`config.mk`:
```
export PLATFORM = sky130hd
export DESIGN_NAME = ring_buffer_deque
export DESIGN_NICKNAME = d
export VERILOG_FILES = /design/src/rtl/rbd_pkg.sv /design/src/rtl/rbd_ctrl.sv /design/src/rtl/rbd_dp.sv /design/src/rtl/ring_buffer_deque.sv
export SDC_FILE = /design/constraint.sdc
export NUM_CORES = 1
export LEC_CHECK = 0
export BUFFER_PORTS_ARGS = -buffer_cell sky130_fd_sc_hd__buf_4
export CORE_MARGIN = 10
export CORE_UTILIZATION = 30
export CTS_CLUSTER_SIZE = 12
export DETAILED_ROUTE_END_ITERATION = 7
export PLACE_DENSITY = 0.54
export SLEW_MARGIN = 40
export SYNTH_ARGS = -nofsm -noshare
export SYNTH_HDL_FRONTEND = slang
export SYNTH_HIERARCHICAL = 1
export SYNTH_SLANG_ARGS = --single-unit
```
`constraint.sdc`:
```
create_clock -name clock -period 8.2 [get_ports clock]
set_input_delay 0.82 -clock clock [delete_from_list [all_inputs] [get_ports clock]]
set_output_delay 0.82 -clock clock [all_outputs]
set_load 0.1 [all_outputs]
```
`src/rtl/rbd_pkg.sv`:
```
package rbd_pkg;

   localparam int DEPTH_DEF      = 16;
   localparam int ITEM_WIDTH_DEF = 32;

   localparam int ACTION_W = 3;
   localparam int ITEM_W   = 32;
   localparam int STATUS_W = 2;
   localparam int FILL_W   = 5;

   typedef enum logic [ACTION_W-1:0] {
      ACT_PUSH_FRONT = 3'd0,
      ACT_PUSH_BACK  = 3'd1,
      ACT_POP_FRONT  = 3'd2,
      ACT_POP_BACK   = 3'd3,
      ACT_CLEAR      = 3'd4
   } action_type;

   typedef enum logic [STATUS_W-1:0] {
      STAT_OK    = 2'd0,
      STAT_EMPTY = 2'd1,
      STAT_FULL  = 2'd2
   } status_type;

   typedef enum logic [1:0] {
      S_IDLE,
      S_EXEC,
      S_RESP
   } state_type;

   typedef struct packed {
      logic load;   // capture the request action and item
      logic exec;   // perform the action on pointers and store
   } cmd_type;

endpackage

```
`src/rtl/rbd_ctrl.sv`:
```
module rbd_ctrl (
   input  logic             clock,
   input  logic             reset,
   input  logic             start,
   output logic             busy,
   output logic             rsp_valid,
   output rbd_pkg::cmd_type cmd
);
   import rbd_pkg::*;

   state_type state_ff;
   state_type state_in;

   always_ff @(posedge clock) begin
      if (reset) begin
         state_ff <= S_IDLE;
      end else begin
         state_ff <= state_in;
      end
   end

   always_comb begin
      state_in = state_ff;
      unique case (state_ff)
         S_IDLE: begin
            if (start) state_in = S_EXEC;
         end
         S_EXEC: begin
            state_in = S_RESP;
         end
         S_RESP: begin
            // next item may be taken while the result is shown
            state_in = start ? S_EXEC : S_IDLE;
         end
         default: begin
            state_in = S_IDLE;
         end
      endcase
   end

   always_comb begin
      busy      = (state_ff == S_EXEC);
      rsp_valid = (state_ff == S_RESP);
      cmd.load  = start && (state_ff != S_EXEC);
      cmd.exec  = (state_ff == S_EXEC);
   end

endmodule

```
`src/rtl/rbd_dp.sv`:
```
module rbd_dp #(
   parameter int DEPTH      = rbd_pkg::DEPTH_DEF,
   parameter int ITEM_WIDTH = rbd_pkg::ITEM_WIDTH_DEF
) (
   input  logic                         clock,
   input  logic                         reset,
   input  rbd_pkg::cmd_type             cmd,
   input  logic [rbd_pkg::ACTION_W-1:0] req_action,
   input  logic [rbd_pkg::ITEM_W-1:0]   req_item,
   output logic [rbd_pkg::ITEM_W-1:0]   rsp_item_out,
   output logic [rbd_pkg::STATUS_W-1:0] rsp_status,
   output logic [rbd_pkg::FILL_W-1:0]   rsp_fill_level
);
   import rbd_pkg::*;

   localparam int PTR_W = (DEPTH > 1) ? $clog2(DEPTH) : 1;
   localparam int CNT_W = $clog2(DEPTH + 1);
   localparam logic [PTR_W-1:0] PTR_LAST = PTR_W'(DEPTH - 1);
   localparam logic [CNT_W-1:0] CNT_FULL = CNT_W'(DEPTH);

   logic [ITEM_WIDTH-1:0] mem [DEPTH];

   action_type            action_ff;
   logic [ITEM_WIDTH-1:0] item_ff;
   logic [PTR_W-1:0]      front_ff, front_in;
   logic [PTR_W-1:0]      back_ff, back_in;
   logic [CNT_W-1:0]      occ_ff, occ_in;
   status_type            status_ff, status_in;
   logic                  pop_ok_ff, pop_ok_in;
   logic [ITEM_WIDTH-1:0] rd_data_ff;

   logic             wr_en, rd_en;
   logic [PTR_W-1:0] addr;
   logic             full, empty;
   logic [PTR_W-1:0] front_inc, front_dec, back_inc, back_dec;

   always_ff @(posedge clock) begin
      if (cmd.load) begin
         action_ff <= action_type'(req_action);
         item_ff   <= ITEM_WIDTH'(req_item);
      end
   end

   always_comb begin
      full      = (occ_ff == CNT_FULL);
      empty     = (occ_ff == '0);
      front_inc = (front_ff == PTR_LAST) ? '0 : front_ff + 1'b1;
      front_dec = (front_ff == '0) ? PTR_LAST : front_ff - 1'b1;
      back_inc  = (back_ff == PTR_LAST) ? '0 : back_ff + 1'b1;
      back_dec  = (back_ff == '0) ? PTR_LAST : back_ff - 1'b1;
   end

   always_comb begin
      front_in  = front_ff;
      back_in   = back_ff;
      occ_in    = occ_ff;
      status_in = STAT_OK;
      pop_ok_in = 1'b0;
      wr_en     = 1'b0;
      rd_en     = 1'b0;
      addr      = front_ff;
      unique case (action_ff)
         ACT_PUSH_FRONT: begin
            if (full) begin
               status_in = STAT_FULL;
            end else begin
               wr_en    = 1'b1;
               addr     = front_dec;
               front_in = front_dec;
               occ_in   = occ_ff + 1'b1;
            end
         end
         ACT_PUSH_BACK: begin
            if (full) begin
               status_in = STAT_FULL;
            end else begin
               wr_en   = 1'b1;
               addr    = back_ff;
               back_in = back_inc;
               occ_in  = occ_ff + 1'b1;
            end
         end
         ACT_POP_FRONT: begin
            if (empty) begin
               status_in = STAT_EMPTY;
            end else begin
               rd_en     = 1'b1;
               pop_ok_in = 1'b1;
               addr      = front_ff;
               front_in  = front_inc;
               occ_in    = occ_ff - 1'b1;
            end
         end
         ACT_POP_BACK: begin
            if (empty) begin
               status_in = STAT_EMPTY;
            end else begin
               rd_en     = 1'b1;
               pop_ok_in = 1'b1;
               addr      = back_dec;
               back_in   = back_dec;
               occ_in    = occ_ff - 1'b1;
            end
         end
         ACT_CLEAR: begin
            front_in = '0;
            back_in  = '0;
            occ_in   = '0;
         end
         default: begin
            // undefined action: no-op
         end
      endcase
   end

   always_ff @(posedge clock) begin
      if (reset) begin
         front_ff <= '0;
         back_ff  <= '0;
         occ_ff   <= '0;
      end else if (cmd.exec) begin
         front_ff <= front_in;
         back_ff  <= back_in;
         occ_ff   <= occ_in;
      end
   end

   always_ff @(posedge clock) begin
      if (cmd.exec) begin
         status_ff <= status_in;
         pop_ok_ff <= pop_ok_in;
      end
   end

   always_ff @(posedge clock) begin
      if (cmd.exec && wr_en) begin
         mem[addr] <= item_ff;
      end
      if (cmd.exec && rd_en) begin
         rd_data_ff <= mem[addr];
      end
   end

   assign rsp_item_out   = pop_ok_ff ? ITEM_W'(rd_data_ff) : '0;
   assign rsp_status     = status_ff;
   assign rsp_fill_level = FILL_W'(occ_ff);

endmodule

```
`src/rtl/ring_buffer_deque.sv`:
```
// An item accepted at one edge is executed in the next cycle and its result
// strobes on rsp_valid in the cycle after that.
// A new start is ignored during the execute cycle in which busy is high; it is
// taken while the previous result is on the ports.
// Reset (synchronous): queue empty, positions zero; store contents stay undefined.
// The receiver cannot stall: each result is valid for exactly one cycle.
module ring_buffer_deque #(
   parameter int DEPTH      = rbd_pkg::DEPTH_DEF,
   parameter int ITEM_WIDTH = rbd_pkg::ITEM_WIDTH_DEF
) (
   input  logic                         clock,
   input  logic                         reset,
   input  logic                         start,
   output logic                         busy,
   input  logic [rbd_pkg::ACTION_W-1:0] req_action,
   input  logic [rbd_pkg::ITEM_W-1:0]   req_item,
   output logic                         rsp_valid,
   output logic [rbd_pkg::ITEM_W-1:0]   rsp_item_out,
   output logic [rbd_pkg::STATUS_W-1:0] rsp_status,
   output logic [rbd_pkg::FILL_W-1:0]   rsp_fill_level
);
   import rbd_pkg::*;

   cmd_type cmd;

   rbd_ctrl u_ctrl (
      .clock     (clock),
      .reset     (reset),
      .start     (start),
      .busy      (busy),
      .rsp_valid (rsp_valid),
      .cmd       (cmd)
   );

   rbd_dp #(
      .DEPTH      (DEPTH),
      .ITEM_WIDTH (ITEM_WIDTH)
   ) u_dp (
      .clock          (clock),
      .reset          (reset),
      .cmd            (cmd),
      .req_action     (req_action),
      .req_item       (req_item),
      .rsp_item_out   (rsp_item_out),
      .rsp_status     (rsp_status),
      .rsp_fill_level (rsp_fill_level)
   );

   a_accept_exec: assert property (@(posedge clock) disable iff (reset)
      (start && !busy) |=> busy)
      else $error("accepted item did not enter execution");

   a_exec_resp: assert property (@(posedge clock) disable iff (reset)
      busy |=> (rsp_valid && !busy))
      else $error("execution not followed by a result");

   a_empty_result: assert property (@(posedge clock) disable iff (reset)
      (rsp_valid && rsp_status == STAT_EMPTY) |->
         (rsp_item_out == '0 && rsp_fill_level == '0))
      else $error("empty pop reported data or nonzero fill");

   a_full_result: assert property (@(posedge clock) disable iff (reset)
      (rsp_valid && rsp_status == STAT_FULL) |->
         (rsp_fill_level == FILL_W'(DEPTH) && rsp_item_out == '0))
      else $error("refused push reported wrong fill or data");

endmodule
```
Yosys cells after proc, flatten, opt, wreduce, memory -nomap -nowiden
Memory sizes are Yosys's and may differ from the RTL's. A register that Yosys moved wholly into a read port is not among the register bits.
Index checks and enable logic that the tools add are counted.
{"block": "op_classes", "n_eq_ne": 16, "n_div": 0, "n_bitwise": 0, "reduce_logical": 16, "add_sub_neg": 6, "mux": 29, "n_lt_le_gt_ge": 0, "mul": 0, "shift": 0}
{"operator": "2-to-1 mux 4 bit", "count": 10}
{"operator": "one-hot mux 4 bit (3 select lines)", "count": 3}
{"operator": "2-to-1 mux 32 bit", "count": 1}
{"operator": "one-hot mux 5 bit (3 select lines)", "count": 1}
{"operator": "inequality test 2 bit, second input constant", "count": 6}
{"operator": "2-to-1 mux 5 bit", "count": 2}
{"operator": "nonzero test 3 bit", "count": 3}
{"operator": "adder 4 x 1 -> 4 bit, second input constant", "count": 2}
{"operator": "equality test 4 bit, second input constant", "count": 2}
{"operator": "zero test 4 bit", "count": 2}
{"operator": "2-to-1 mux 1 bit", "count": 8}
{"operator": "AND reduction 4 bit", "count": 2}
{"operator": "subtractor 4 x 1 -> 4 bit, second input constant", "count": 2}
{"operator": "equality test 3 x 2 -> 1 bit, second input constant", "count": 2}
{"operator": "one-hot mux 2 bit (3 select lines)", "count": 1}
{"operator": "adder 5 x 1 -> 5 bit, second input constant", "count": 1}
{"operator": "equality test 5 bit, second input constant", "count": 1}
{"operator": "zero test 5 bit", "count": 1}
{"operator": "subtractor 5 x 1 -> 5 bit, second input constant", "count": 1}
{"operator": "2-to-1 mux 2 bit", "count": 2}
{"operator": "one-hot mux 2 bit (2 select lines)", "count": 1}
{"operator": "OR reduction 2 bit", "count": 2}
{"operator": "equality test 3 x 1 -> 1 bit, second input constant", "count": 1}
{"operator": "equality test 3 bit, second input constant", "count": 1}
{"operator": "other kinds (7)", "count": 9}
{"block": "totals", "regBits": 53, "out_inout_bits": 41, "wordCells": 76, "mem_count": 1, "latchBits": 0, "mem_bits_ro": 0, "ramBits": 512, "in_bits": 38}
{"name": "u_dp.mem", "words": 16, "word_bits": 32, "rd": 1, "rd_ports_with_merged_regs": 1, "write_ports": 1, "line": "rbd_dp.sv:21", "rtl": "logic [ITEM_WIDTH-1:0] mem [DEPTH];"}

Logic depth before layout (Yosys ltp)
Gate-level depths: netlist of the first run.
{"block": "depth", "ltp_word": 6, "depth_mapped": 13, "ltp_nobuf": 10}

By module
Netlist of the first run, hierarchy kept.
{"module": "rbd_dp", "instances": 1, "cells_per_inst": 1649, "area_per_inst_um2": 24068.1, "seq_area_each_um2": 17737.0}
{"module": "rbd_ctrl", "instances": 1, "cells_per_inst": 9, "area_per_inst_um2": 81.3, "seq_area_each_um2": 40.0}

Worst setup path before layout of the first run
No wires, ideal clock.
{"block": "synth_path", "path_type": "reg-to-reg", "start": "register u_dp.occ_ff[4] (netlist: u_dp/rsp_fill_level[4])", "end": "memory u_dp/mem[12][0] (netlist name) (enable)", "path_buffers": 2, "slack_ns": 2.587, "synth_period_minus_slack_ns": 5.613, "arrival_ns": 5.152, "stages_incl_launch_ff": 10, "required_ns": 7.739, "setup_time_ns": 0.461, "path_cell_list": "dfxtp_1 > buf_2 > clkinv_1 > a211o_1 > a2111oi_0 > a211oi_2 > nor2_1 > buf_2 > inv_2 > nor3_1"}
{"block": "synth_via", "elab_chain_len": 6, "word_cells_on_any_way": 11, "classes_between": "eq/ne (1); mux (8); reduce/logical (2)"}
{"element": "from (decl)", "line": "rbd_dp.sv:27", "rtl": "logic [CNT_W-1:0] occ_ff, occ_in;"}
{"element": "from (signal assigned)", "line": "rbd_dp.sv:124", "rtl": "occ_ff <= occ_in;"}
{"element": "equality test 5 bit", "line": "rbd_dp.sv:45", "rtl": "full = (occ_ff == CNT_FULL);"}
{"element": "2-to-1 mux 1 bit", "line": "rbd_dp.sv:64, rbd_dp.sv:74"}
{"element": "2-to-1 mux 1 bit"}
{"element": "logical AND 1 bit", "line": "rbd_dp.sv:136", "rtl": "if (cmd.exec && wr_en) begin"}
{"element": "2-to-1 mux 1 bit", "line": "rbd_dp.sv:136"}
{"element": "2-to-1 mux 1 bit (implied by the code)", "line": "rbd_dp.sv:137", "rtl": "mem[addr] <= item_ff;"}
{"element": "to (decl)", "line": "rbd_dp.sv:21"}
Parallel ways exist; a longest one is shown, timed or not.

Final worst setup path of the first run
{"block": "layout_path", "start": "register u_dp.occ_ff[0] (netlist: u_dp/rsp_fill_level[0])", "end": "register u_dp.rd_data_ff[25] (read register of u_dp.mem) (data pin)"}
{"block": "layout_via", "elab_chain_len": 4, "word_cells_on_any_way": 9, "classes_between": "eq/ne (1); mux (6); reduce/logical (2)"}
{"element": "branches (longest 4 deep; another with equality test 5 bit)"}
{"element": "to (decl)", "line": "rbd_dp.sv:30", "rtl": "logic [ITEM_WIDTH-1:0] rd_data_ff;"}
Parallel ways; which one is timed is not known.
A chain may end at the register's enable or synchronous reset.

==> metrics.md, run 1 <==
| Metric | Value |
|---|---|
| Status | `complete, no violations` |
| Bufs and invs on worst path | `3` |
| Skew-Pair Late Insertion Delay | `590 ps` |
| Share of cells above drive strength 1 | `14.2%` |
| Slowest cell on the critical path | `or4_4` |
| Ys async rst share | `0%` |
| Maximum number of pins on one net before global-route repair | `137` |
| Critical Path AT | `5210 ps` |
| Chip width | `304 um` |
| Initial antenna violation count | `0` |
| FP Rows | `103` |
| Root buffer cell | `clkbuf_16` |
| Aggregate global routing overflow | `0` |
| Drt pass-1 iters | `5` |
| Crit path capture | `u_dp/rd_data_ff[25]` |
| DR WL/cell | `22.7 um` |
| Slew headroom | `44.0%` |
| Req. time, crit path | `8650 ps` |
| Synth Area per Inst | `14.6 um2` |
| Multi-input logic area | `5770 um2` |
| PD cells | `240 nW/um2` |
| Layout Nets | `1764` |
| Min-delay worst type | `primary input to flip-flop` |
| Starting density of the core | `30.4%` |
| Cell Chain, Critical Path | `or4_4, o221ai_2, o2bb2ai_4, buf_4, or2_4, buf_4, buf_4, a211oi_1, o32ai_1, a221o_1` |
| Netlist Area Pre-Place | `24100 um2` |
| Layer with the highest usage | `met2` |
| Ant diodes | `0` |
| Leakage power | `9.02 nW` |
| Gpl congestion | `0.797` |
| CP delay by family, top | `buffers and inverters` |
| Dpl hpwl | `34.4 mm` |
| Iteration-0 DRC count of the detailed router | `1198` |
| Mapped Nets | `1704` |
| Flops & latches, synth | `597` |
| Worst-path maximum fanout | `37` |
| RSZ-0062 raised after global routing | `no` |
| Via count | `14900` |
| Synth cell types | `72` |
| Ys flop type | `edfxtp_1` |
| Core Util, Final | `35.2%` |
| Share of the clock period used by the worst path | `58.1%` |
| Die Footprint | `92200 um2` |
| R2R Path Start | `u_dp/rsp_fill_level[0]` |
| Routed wire length | `63.9 mm` |
| Max stage delay on crit path | `690 ps` |
| Register Area | `17800 um2` |
| Area grow syn2layout | `15.8%` |
| M1 GR Usage | `17.8%` |
| Synth Instances | `1658` |
| Total of max-cap violations | `0` |
| Tot GR Track Use | `13.4%` |
| H-tree Lvls | `3` |
| Fin. max-slew vios | `0` |
| CP startpoint kind | `flip-flop` |
| Number of flops mapped to enable cells by yosys | `582` |
| CTS Sinks | `597` |
| Fmax | `210 MHz` |
| Clock skew | `15.4 ps` |
| Longest Clk Path Bufs | `3` |
| Final setup vio count | `0` |
| Hold buffers post-CTS | `0` |
| Clock transition at the registers of the reported paths | `60 ps` |
| Final hold violations | `0` |
| Launch point of the critical path | `u_dp/rsp_fill_level[0]` |
| Reg2reg path depth | `10` |
| First-pass GRT wire length | `96.6 mm` |
| Critical path class | `flip-flop to flip-flop` |
| Yosys warns | `6` |
| CTS tree | `done` |
| Core Region | `79400 um2` |
| Setup TNS | `0 ps` |
| Die H | `304 um` |
| DRC errors left | `0` |
| Worst flop-to-flop path endpoint | `u_dp/rd_data_ff[25]` |
| R2R Setup Slk | `3440 ps` |
| Setup Buffers After CTS | `0` |
| Antenna Nets Post-Route | `0` |
| Number of port buffers | `78` |
| Fillers | `7649` |
| Vias in the first global route | `14800` |
| CP endpoint kind | `flip-flop` |
| Critical path depth | `10` |
| Clock buffer count from CTS | `66` |
| Post-cts resize count | `0` |
| Worst vdd ir | `0.000129 V` |
| Sequential share of the synthesized area | `73.6%` |
| I/O pin cnt | `79` |
| Worst-margin pin slew | `839 ps` |
| Vias per cell | `5.31` |
| GR Util met2 | `22.0%` |
| CP most frequent cell | `buf_4` |
| Fin crit period | `4760 ps` |
| M3 GR Usage | `2.77%` |
worst min-delay path by stage:
stage	start	slack, ps	to	cells after the start
after floorplan	u_ctrl/state_ff[0]	420	u_ctrl/state_ff[0]	1
final	req_item[23]	410	u_dp/item_ff[23]	1
after detailed placement	u_ctrl/state_ff[0]	450	u_ctrl/state_ff[0]	1
after CTS	req_item[18]	370	u_dp/item_ff[18]	1
after global routing	req_item[18]	370	u_dp/item_ff[18]	1
after global placement	u_ctrl/state_ff[0]	440	u_ctrl/state_ff[0]	1
synthesized netlist by cell type (5+ instances only):
cell      number  area (um2)
nor3_1        21         105
buf_6          5        56.3
a32o_1        32         320
a221o_1       31         310
o31ai_1        5        37.5
and2_1        34         213
edfxtp_1     582       17500
a22oi_1       65         488
o21ai_0       74         370
nor2_1        22        82.6
a21oi_1      144         721
ha_1           7        87.6
dfxtp_1       15         300
buf_2         47         235
inv_1         43         161
nand3_1       38         190
a211oi_1      66         495
and3_1        67         419
o32ai_1       31         272
o32a_1        33         330
nand2_1      144         541
clkbuf_1      78         293
flip-flops by register name, indices dropped and copies added, names as in the netlist:
register	flops
u_ctrl/state_ff	2
u_dp/action_ff	3
u_dp/back_ff	4
u_dp/front_ff	4
u_dp/item_ff	32
u_dp/mem	512
u_dp/pop_ok_ff	1
u_dp/rd_data_ff	32
u_dp/rsp_fill_level	5
u_dp/rsp_status	2
report_power, final:
group / total, W / switching (W) / internal, W / leakage (nW)
registers: 0.00343 / 0.0000480 / 0.00339 / 5.38
clock network: 0.00272 / 0.00114 / 0.00158 / 0.953
logic: 0.000547 / 0.000360 / 0.000187 / 2.69
routing by layer:
layer / share of wire (%) / routed length, um
met1: 44 / 28400
met2: 48 / 30800
met3: 5.3 / 3380
met4: 2.2 / 1400
met5: 0 / 0
per-stage QoR:
| step | hold slack [ps] | cell area (um2) | worst slack [ps] | power (W) | cells |
|---|---|---|---|---|---|
| 2_1_floorplan | 418 | 24100 | 2590 | 0.00386 | 1658 |
| 3_3_place_gp | 437 | 25900 | 3280 | 0.00403 | 2699 |
| 3_5_place_dp | 450 | 26000 | 3160 | 0.00405 | 2699 |
| 4_1_cts | 367 | 27900 | 3150 | 0.00679 | 2812 |
| 5_1_grt | 373 | 28000 | 3040 | 0.00696 | 2813 |
| 6_report | 406 | 28000 | 3440 | 0.00670 | 2813 |
area by class of cell:
cell class | count | share of cell area, %
Sequential cell | 597 | 63.6
Multi-Input combinational cell | 882 | 20.6
Clock buffer | 85 | 6.31
Tap cell | 1050 | 4.70
Timing Repair Buffer | 125 | 3.49
Clock inverter | 28 | 0.689
Inverter | 46 | 0.617
placed cells by master (no fill, tap or decap), drive strengths merged, types with 32 or more instances in the layout:
cell | netlist | routed
o21ai | 79 | 79
buf | 55 | 124
edfxtp | 582 | 582
o32a | 33 | 33
and3 | 67 | 67
clkbuf | 78 | 86
and2 | 34 | 34
a211oi | 68 | 68
nand2 | 145 | 145
inv | 44 | 45
a32o | 32 | 32
a22oi | 65 | 65
nand3 | 38 | 38
a21oi | 144 | 144
logic make-up after synthesis:
kind of cell               synth area share (%)
DFF                                        73.6
xor gates and xnor gates                  0.145
adders and majority gates                 0.446
AOI/OAI and AO/OA                          15.4
muxes                                    0.0415
and+or+nand+nor                            7.14
buffers and inverters                      3.23
Power figures use the tool's default switching activity.
==> run 2, diff against run 1 <==
clock period = 4.8 ns   (was 8.2 ns; I/O delays follow)
==> run 2 against run 1 <==
Net effect:
- highest routed layer unchanged
- worst hold slack got worse by 360 ps
- register-to-register slack worse by 2800 ps
- maximum frequency grew 14%
- cell area grew 0.45%
- combinational power is 76% higher
- sequential share of layout area fell by 0.29 points
- core utilization rose by 0.16 points
- global-route usage grew 0.68 points
- total power rose by 71%
- critical endpoint is now u_dp/mem[3][5]
==> metrics.md, run 2 (same netlist as run 1, synthesis figures left out) <==
| Metric | Value |
|---|---|
| Status | `complete, no violations` |
| Layout Nets | `1770 (+0.34%)` |
| Hold buffers post-CTS | `0 (unchanged)` |
| Fin. max-slew vios | `0 (unchanged)` |
| I/O pin cnt | `79 (unchanged)` |
| Vias in the first global route | `15100 (+1.8%)` |
| Number of port buffers | `78 (unchanged)` |
| FP Rows | `103 (unchanged)` |
| Largest register FFs | `512 (unchanged)` |
| Final Cell Area | `28100 um2 (+0.45%)` |
| DRC errors left | `0 (unchanged)` |
| Most common cell after layout, fill and taps aside | `edfxtp_1` |
| Hold Path End | `u_dp/item_ff[31]` |
| Min Hold Slack | `46.9 ps (-359 ps)` |
| DR WL/cell | `23.8 um (+4.7%)` |
| Routed wire length | `66.9 mm (+4.7%)` |
| Die Footprint | `92200 um2 (unchanged)` |
| Final hold violations | `0 (unchanged)` |
| Aggregate global routing overflow | `0 (unchanged)` |
| CTS tree | `done` |
| Tot GR Track Use | `14.1% (+0.68 points)` |
| Initial antenna violation count | `1 (+1)` |
| Die H | `304 um (unchanged)` |
| Area grow syn2layout | `16.3%` |
| Final setup vio count | `0 (unchanged)` |
| Fillers | `7609 (-0.52%)` |
| Dpl hpwl | `36.2 mm (+5.1%)` |
| Worst vdd ir | `0.000201 V (+56%)` |
| WHS Path Cells | `1 (unchanged)` |
| CP endpoint kind | `flip-flop` |
| Total power | `0.0115 W (+71%)` |
| H-tree Lvls | `3 (unchanged)` |
| Antenna Nets Post-Route | `0 (unchanged)` |
| Via count | `15100 (+1.0%)` |
| First-pass GRT wire length | `101 mm (+4.1%)` |
| Largest regs | `u_dp/mem: 512 flops, u_dp/item_ff: 32 flops, u_dp/rd_data_ff: 32 flops` |
| Skew-Pair Late Insertion Delay | `610 ps (+20 ps)` |
| Clock skew | `26.4 ps (+11.1 ps)` |
| Most frequent cells in the layout | `edfxtp_1 (582), a21oi_1 (144), nand2_1 (142)` |
| Drt pass-1 iters | `6 (+1)` |
| Share of cells above drive strength 1 | `14.5% (+0.28 points)` |
| CTS Sinks | `597 (unchanged)` |
| Post-cts resize count | `0 (unchanged)` |
| Fin crit period | `4160 ps (-599 ps)` |
| Clock transition at the registers of the reported paths | `60 ps (about the same)` |
| Starting density of the core | `30.4% (unchanged)` |
| Total of max-cap violations | `0 (unchanged)` |
| Maximum number of pins on one net before global-route repair | `103 (-25%)` |
| Fmax | `240 MHz (+14%)` |
| Critical path class | `flip-flop to flip-flop` |
| Critical Path AT | `4400 ps (-810 ps)` |
| Reg2reg path depth | `7 (-3)` |
| Core Region | `79400 um2 (unchanged)` |
| Worst-margin pin slew | `845 ps (+5.59 ps)` |
| Min-delay worst type | `primary input to flip-flop` |
| CP startpoint kind | `flip-flop` |
| R2R Path Start | `u_dp/rsp_fill_level[4]` |
| Longest Clk Path Bufs | `3 (unchanged)` |
| Top reg by flops | `u_dp/mem` |
| Req. time, crit path | `5030 ps (-3620 ps)` |
| Slew headroom | `43.7% (-0.37 points)` |
| Setup Buffers After CTS | `0 (unchanged)` |
| RSZ-0062 raised after global routing | `no` |
| Leakage power | `9.10 nW (+0.87%)` |
| Clock buffer count from CTS | `66 (unchanged)` |
| R2R Setup Slk | `640 ps (-2800 ps)` |
| Origin of the worst min-delay path | `req_item[31]` |
| Gpl congestion | `0.769 (-3.5%)` |
| Setup TNS | `0 ps (unchanged)` |
| Worst-path maximum fanout | `20 (-46%)` |
| Post-place instance area | `26200 um2 (+0.73%)` |
| Chip width | `304 um (unchanged)` |
| PD cells | `408 nW/um2 (+70%)` |
| Iteration-0 DRC count of the detailed router | `1487 (+24%)` |
| Worst flop-to-flop path endpoint | `u_dp/mem[3][5]` |
| Root buffer cell | `clkbuf_16` |
| Vias per cell | `5.36 (+0.96%)` |
| Share of the clock period used by the worst path | `86.7% (+29 points)` |
[run 2: changes by cell type in the layout (fill, tap and decap cells not counted), sizes merged]
cell | before | now
clkbuf | 86 | 87
buf | 124 | 131
inv | 45 | 46
bufinv | 2 | 1
clkinvlp | 1 | 2
diode | 0 | 1
clkinv | 26 | 18
[run 2: layout make-up]
type	count	area [um2]	share of cell area, %
repair buffers	131	1070	3.81
multi-input cells	882	5830	20.7
diodes	1	2.50	0.00891
clock buffers	87	1790	6.39
well taps	1050	1310	4.68
clock inverters	21	134	0.477
inverters	46	173	0.615
flip-flops and latches	597	17800	63.3
[run 2: worst max-delay path, cell delays in order, from the launching register on]
cell and delay (ps):
dfxtp_1 610, clkinv_1 430, o21ai_2 280, a2111oi_0 150
a211oi_2 550, nand2_2 440, nor3_4 760, buf_4 540
[run 2: metrics by stage]
| stage | util, % | setup WS, ps | instances |
|---|---|---|---|
| final | 35.4 | 637 | 2815 |
| after global placement | 32.8 | 374 | 2701 |
| after detailed placement | 33.0 | 632 | 2706 |
| after global routing | 35.4 | 329 | 2815 |
| after CTS | 35.4 | 617 | 2814 |
| after floorplan | - | -813 | 1658 |
[run 2: power breakdown]
part | internal [W] | total [W] | switching [W]
logic | 0.000323 | 0.000964 | 0.000641
clock network | 0.00267 | 0.00465 | 0.00198
registers | 0.00578 | 0.00587 | 0.0000824
[run 2: worst max path at each step]
stage                           startpoint               to
finish              u_dp/rsp_fill_level[4]   u_dp/mem[3][5]
CTS                 u_dp/rsp_fill_level[4]  u_dp/mem[3][13]
global route        u_dp/rsp_fill_level[4]  u_dp/mem[3][13]
floorplan           u_dp/rsp_fill_level[4]  u_dp/mem[12][0]
global placement    u_dp/rsp_fill_level[4]  u_dp/mem[13][1]
detailed placement  u_dp/rsp_fill_level[4]   u_dp/mem[3][5]
[run 2: routing by layer]
layer,vias up,wire (um),track usage (%)
met5,-,0,0
met4,0,1700,4.28
met3,109,3810,2.58
met2,491,31600,22.3
met1,7788,29800,19.4
li1,6713,-,-
